**config.mk**
```make
export PLATFORM = sky130hd
export DESIGN_NAME = pn3d_fade
export DESIGN_NICKNAME = d
export VERILOG_FILES = /design/src/hdl/pn3d_pkg.sv /design/src/hdl/pn3d_fade.sv
export SDC_FILE = /design/constraint.sdc
export NUM_CORES = 2
export LEC_CHECK = 0
export ABC_AREA = 1
export ABC_CLOCK_PERIOD_IN_PS = 14800
export BUFFER_PORTS_ARGS = -buffer_cell sky130_fd_sc_hd__buf_2
export CORE_MARGIN = 1
export CORE_UTILIZATION = 40
export CTS_BUF_LIST = sky130_fd_sc_hd__clkbuf_2
export CTS_CLUSTER_SIZE = 28
export DETAILED_ROUTE_END_ITERATION = 6
export GPL_ROUTABILITY_DRIVEN = 0
export MAX_ROUTING_LAYER = met4
export PLACE_DENSITY = 0.61
export SLEW_MARGIN = 20
export SYNTH_ARGS = -nofsm -noshare
export SYNTH_HDL_FRONTEND = slang
export SYNTH_SLANG_ARGS = --single-unit
```
**constraint.sdc**
```tcl
create_clock -name i_clk -period 14.8 [get_ports i_clk]
set_input_delay 2.96 -clock i_clk [delete_from_list [all_inputs] [get_ports i_clk]]
set_output_delay 2.96 -clock i_clk [all_outputs]
set_load 0.02 [all_outputs]
```
**src/hdl/pn3d_pkg.sv**
```systemverilog
//------------------------------------------------------------------------------
// pn3d_pkg
// Shared constants, types and ROM functions for the 3D noise pipeline.
//------------------------------------------------------------------------------
`timescale 1ns / 1ps
`default_nettype none
package pn3d_pkg;
    localparam int FRAC_BITS = 16;
    localparam int COORD_W   = 32;
    localparam int OUT_W     = 18;
    localparam int FW        = FRAC_BITS + 2;   // signed offset / gradient width
    localparam int GW        = FRAC_BITS + 3;   // gradient result width
    localparam int LW        = FRAC_BITS + 6;   // blend working width

    typedef logic [7:0] t_byte;
    typedef logic [FRAC_BITS-1:0] t_frac;

    // LCG swap shuffle of the identity, folded at elaboration
    function automatic t_byte perm_at(input logic [7:0] idx);
        logic [7:0] p [256];
        logic [7:0] tmp;
        logic [31:0] j;
        for (int i = 0; i < 256; i++) p[i] = 8'(i);
        for (int i = 255; i > 0; i--) begin
            j = 32'(i) * 32'd1103515245 + 32'd12345;
            tmp = p[i];
            p[i] = p[j[7:0]];
            p[j[7:0]] = tmp;
        end
        return p[idx];
    endfunction

    // gradient dot product for one corner
    function automatic logic signed [GW-1:0] grad(input logic [3:0] h,
            input logic signed [FW-1:0] x, input logic signed [FW-1:0] y,
            input logic signed [FW-1:0] z);
        logic signed [GW-1:0] u;
        logic signed [GW-1:0] v;
        u = (h < 4'd8) ? GW'(x) : GW'(y);
        v = (h < 4'd4) ? GW'(y) : ((h == 4'd12 || h == 4'd14) ? GW'(x) : GW'(z));
        return (h[0] ? -u : u) + (h[1] ? -v : v);
    endfunction
endpackage
`default_nettype wire

```
**src/hdl/pn3d_fade.sv**
```systemverilog
//------------------------------------------------------------------------------
// pn3d_fade
// Quintic fade curve over three registered stages, with stall enable.
//------------------------------------------------------------------------------
`timescale 1ns / 1ps
`default_nettype none
module pn3d_fade (
    input  wire logic                 i_clk,
    input  wire logic                 i_en,
    input  wire pn3d_pkg::t_frac      i_t,
    output logic [pn3d_pkg::FRAC_BITS:0] o_fade
);
    localparam int F = pn3d_pkg::FRAC_BITS;
    logic [F-1:0] r_t2;
    logic [F+3:0] r_q;
    logic [F-1:0] r_sq;
    logic [F-1:0] r_cube;
    logic [F+3:0] r_q2;
    logic [F+3:0] n_q;
    logic [2*F+2:0] w_p6;
    logic [2*F-1:0] w_sq, w_cube;
    logic [2*F+3:0] w_f;

    // stage 1: t^2 and q = 6t^2 - 15t + 10, straight from the input
    assign w_sq = i_t * i_t;
    assign w_p6 = (2*F+3)'(w_sq) * (2*F+3)'(6);
    assign n_q  = (F+4)'(w_p6 >> F) + (F+4)'(10) * (F+4)'(1 << F)
                - (F+4)'(15) * (F+4)'(i_t);
    assign w_cube = r_sq * r_t2;
    assign w_f = (2*F+4)'(r_cube) * (2*F+4)'(r_q2);
    always_ff @(posedge i_clk) begin
        if (i_en) begin
            r_q    <= n_q;
            r_sq   <= w_sq[2*F-1:F];
            r_t2   <= i_t;
            r_cube <= w_cube[2*F-1:F];
            r_q2   <= r_q;
            o_fade <= (F+1)'(w_f >> F);
        end
    end
endmodule
`default_nettype wire

```
# Word level (Yosys, flattened, before mapping)
# Cells that the tools add are included.
# totals
ff_bits	105
latchBits	0
ram_bits	0
romBits	0
inputBits	18
out_inout_bits	17
wordCells	13
mem_count	0
# classes
n_addsub	2
n_mul	5
div_mod_pow	0
n_lt_le_gt_ge	0
eq_ne	0
n_shift	0
mux	0
bitwise_logic	0
n_reduce_logical	0
# ops
operator	n
16-bit by 16-bit multiplier with 32-bit output	2
32-bit by 2-bit multiplier with 34-bit output (second input constant)	1
16-bit by 20-bit multiplier with 33-bit output	1
19-bit by 20-bit adder with 20-bit output (second input constant)	1
4-bit by 16-bit multiplier with 20-bit output (first input constant)	1
20-bit subtractor	1

# Depth between registers and ports, before layout
# logic_depth
ltp_word	4
ltp_mapped	56
depth_no_buf	54

# Least setup slack after synthesis
# Ideal clock, no wire load.
# synth_timing
path_kind	in2reg
startpoint	input i_t[1]
endpoint	register r_q[16] (data pin)
t_arrival_ns	11.911
required_ns	14.538
setup_slack_ns	2.628
stages	44
n_path_buf	2
path_cell_list	clkbuf_1 > clkbuf_1 > nand2_1 > fa_1 > fa_1 > inv_1 > fa_1 > inv_1 > fa_1 > inv_1 > fa_1 > inv_1 > fa_1 > inv_1 > ha_1 > nand2_2 > nor2_1 > and2_1 > [8 not listed] > nand3_1 > nand3_1 > xor2_1 > ha_1 > inv_1 > fa_1 > fa_1 > inv_1 > ha_1 > a21oi_1 > o21ai_1 > a21boi_0 > o21bai_1 > a21oi_1 > o21ai_1 > a21boi_0 > o21ai_1 > xor2_1
# synth_between
elab_chain_len	4
# synth_lines
item	line	source
from (decl)	pn3d_fade.sv:10	input wire pn3d_pkg::t_frac i_t,
16-bit by 16-bit multiplier with 32-bit output	pn3d_fade.sv:25	assign w_sq = i_t * i_t;
via w_sq[18]	pn3d_fade.sv:21	logic [2*F-1:0] w_sq, w_cube;
32-bit by 2-bit multiplier with 34-bit output	pn3d_fade.sv:26	assign w_p6 = (2*F+3)'(w_sq) * (2*F+3)'(6);
19-bit by 20-bit adder with 20-bit output	pn3d_fade.sv:27	assign n_q = (F+4)'(w_p6 >> F) + (F+4)'(10) * (F+4)'(1 << F)
20-bit subtractor	pn3d_fade.sv:28	- (F+4)'(15) * (F+4)'(i_t);
via n_q[16]	pn3d_fade.sv:19	logic [F+3:0] n_q;
to (signal assigned)	pn3d_fade.sv:33	r_q <= n_q;
to (decl)	pn3d_fade.sv:15	logic [F+3:0] r_q;
# The timed path passes the listed nets, and every way through them passes these cells.
# A chain may end at the register's enable or synchronous reset.

# Worst setup path in the final report
# layout_timing
startpoint	input i_t[9]
endpoint	register r_q[15] (data pin)
# The elaborated chain is that of the path after synthesis.

==> metrics.txt <==
status=complete, no violations; I/O Buffers=34; Worst Tran Pin Value=roughly 1.1 ns; post-CTS resize count=0; Synth top area share=between 30 and 40%; Longest Clk Path Bufs=2; crit path time final=12.39 ns; fin crit share=83.7%; synthesized instance count=a little over 4k; clock root buffer=clkbuf_2; Critical Path Start=i_t[9]; gr usage total=20.6%; layout cells sized above 1=3.17%; die area=0.0849 mm²; adder-cell share of the synthesized area=52.8%; Finish-stage setup viols=0; hold buffer count at CTS=0; placed insts=5093; hold depth=0; FP Rows=105; # H-tree levels=3; TritonCTS clock tree=done; total grt overflow=0; vias in the first global route=26.3k; Req. time, crit path=15.27 ns; startpoint types=primary input; Hold Crit Class=flip-flop to flip-flop; top-count cell post-synth=inv_1; R2R setup slack=slightly below 8 ns; worst r2r src=r_t2[2]$_DFFE_PP_; Post-Syn Area=about 0.033 mm²; worst hold start=r_q[5]$_DFFE_PP_; Final #Nets=5079; Initial DRC Count=~1.4k; DR pass1 iterations=6; largest family of logic cells by synthesized area=adder cells; ys async rst share=0%; Yosys reg bits=105; syn_area_per_cell=8.10 µm²; Setup TNS=0 ns; initial core utilization=40.6%; RR Endpoint=r_cube[12]$_DFFE_PP_; core area=0.0825 mm²; Peak Freq=0.0807 GHz; Synth area leaders=fa_1 39%, ha_1 14%, inv_1 13%; Yosys top cell by area=fa_1; Die X=291 µm; wire per inst=16.0 µm; post-route ant nets=0; Critical Path Max Stage Delay=0.54 ns; RSZ-0062 raised after global routing=no; Max Cap Violations=0; Worst Skew=0.0684 ns; Top FF cell, synth=edfxtp_1; # DRC=0; slew margin rel.=28.9%; post-synthesis mux area share=0%; Post-synth EDFFs=105; worst-skew pair later-pin latency=0.74 ns; WP data arrival=about 13 ns; Synth Area in Simple Gates=15.7%; clk sinks=between 100 and 150; Synth Warn #=0; Worst R2R Path Depth=20; post-synthesis cell type count=47; CP Capture Type=flip-flop; Crit Path Class=primary input to flip-flop; largest net degree at the start of global routing=72; Critical Path Sink=r_q[15]$_DFFE_PP_; Fin Hold WS=0.427 ns; setup bufs post-CTS=0; register area share after synthesis=9.42%; placed cell areas=0.0345 mm²; Max Transition Viols Final=0; total CTS buffers=9; final wirelength=81900 µm; die height=291 µm; via/cell ratio=4.87; Synth Area in Compound Gates=under 10%; first-pass GRT wire length=136000 µm; Final HPWL DP=66300 µm; worst-path fanout max=21; initial antenna violation count=1; I/O pin count=35; non-filler cells, final=5110; Post-Synth XOR/XNOR Area=around 2.8%; Clock transition at path regs=0.32 ns; cell area after layout=0.0346 mm²; DR vias=24.9k; Commonest cells post-synth=1192 x inv_1, 1042 x nand2_1, 645 x fa_1; P&R area growth vs syn=3.32%; Hold Vio Cnt, Final=0; CP max stage cell=fa_1; Post-Syn Nets=5177
[registers in the layout, indices dropped and copies added, names as in the netlist]
register / cells
r_q2: 20
r_q: 20
o_fade: 17
r_cube: 16
r_sq: 16
r_t2: 16
[layout by cell type, fill, tap and decap left out, types with 54 or more instances in the layout]
cell      instances
inv_1          1192
nand2_1        1042
fa_1            645
ha_1            382
a21oi_1         132
edfxtp_1        105
nor2_1           82
xor2_1           74
nand3_1          62
o21ai_0          54
[how the worst min path moves through the flow]
stage,slack [ns],end
floorplan,0.40,r_q2[0]$_DFFE_PP_
global placement,0.40,r_q2[16]$_DFFE_PP_
detailed placement,0.40,r_q2[7]$_DFFE_PP_
CTS,0.43,r_q2[5]$_DFFE_PP_
global route,0.45,r_q2[5]$_DFFE_PP_
finish,0.43,r_q2[5]$_DFFE_PP_
[area by class of cell]
cell class,count,area [µm²]
flip-flops and latches,105,3150
repair buffers,39,210
well taps,1070,1340
clock buffers,9,45.0
diodes,1,2.50
multi-input cells,2680,25300
fillers,8377,47900
inverters,1199,4500
clock inverters,7,76.3
[cells by family (layout without fill, tap and decap cells)]
logic type	after synthesis	count (layout)
compound gates	247	247
fa+ha+maj	1027	1027
buf+inv	1347	1254
simple gates	1300	1300
flops	105	105
xor+xnor	106	106
other cells	0	1
[through the flow]
step / util (%) / worst slack, ns
after detailed placement: 41.8 / 1.65
final: 41.9 / 2.41
after global placement: 41.8 / 1.78
after global routing: 41.9 / 1.73
after CTS: 41.9 / 2.52
after floorplan: - / 2.63
[layer usage]
layer | global-route usage [%] | wire length (µm)
met1 | 26.5 | 36100
met3 | 1.58 | 3480
met4 | 6.08 | 2350
met5 | - | 0
met2 | 34.6 | 40000
[worst max-delay path, delay by kind of cell]
family,cells,cell delay (ns)
adder cells (fa/ha/maj),12,5.30
AO/OA/AOI/OAI,13,2.36
XOR/XNOR,3,0.54
AND/OR/NAND/NOR,6,0.82
buffers and inverters,9,0.86
Power is left out: the tool's default activity adds up to more than one toggle a clock period on the data nets, which glitch-free logic cannot reach.
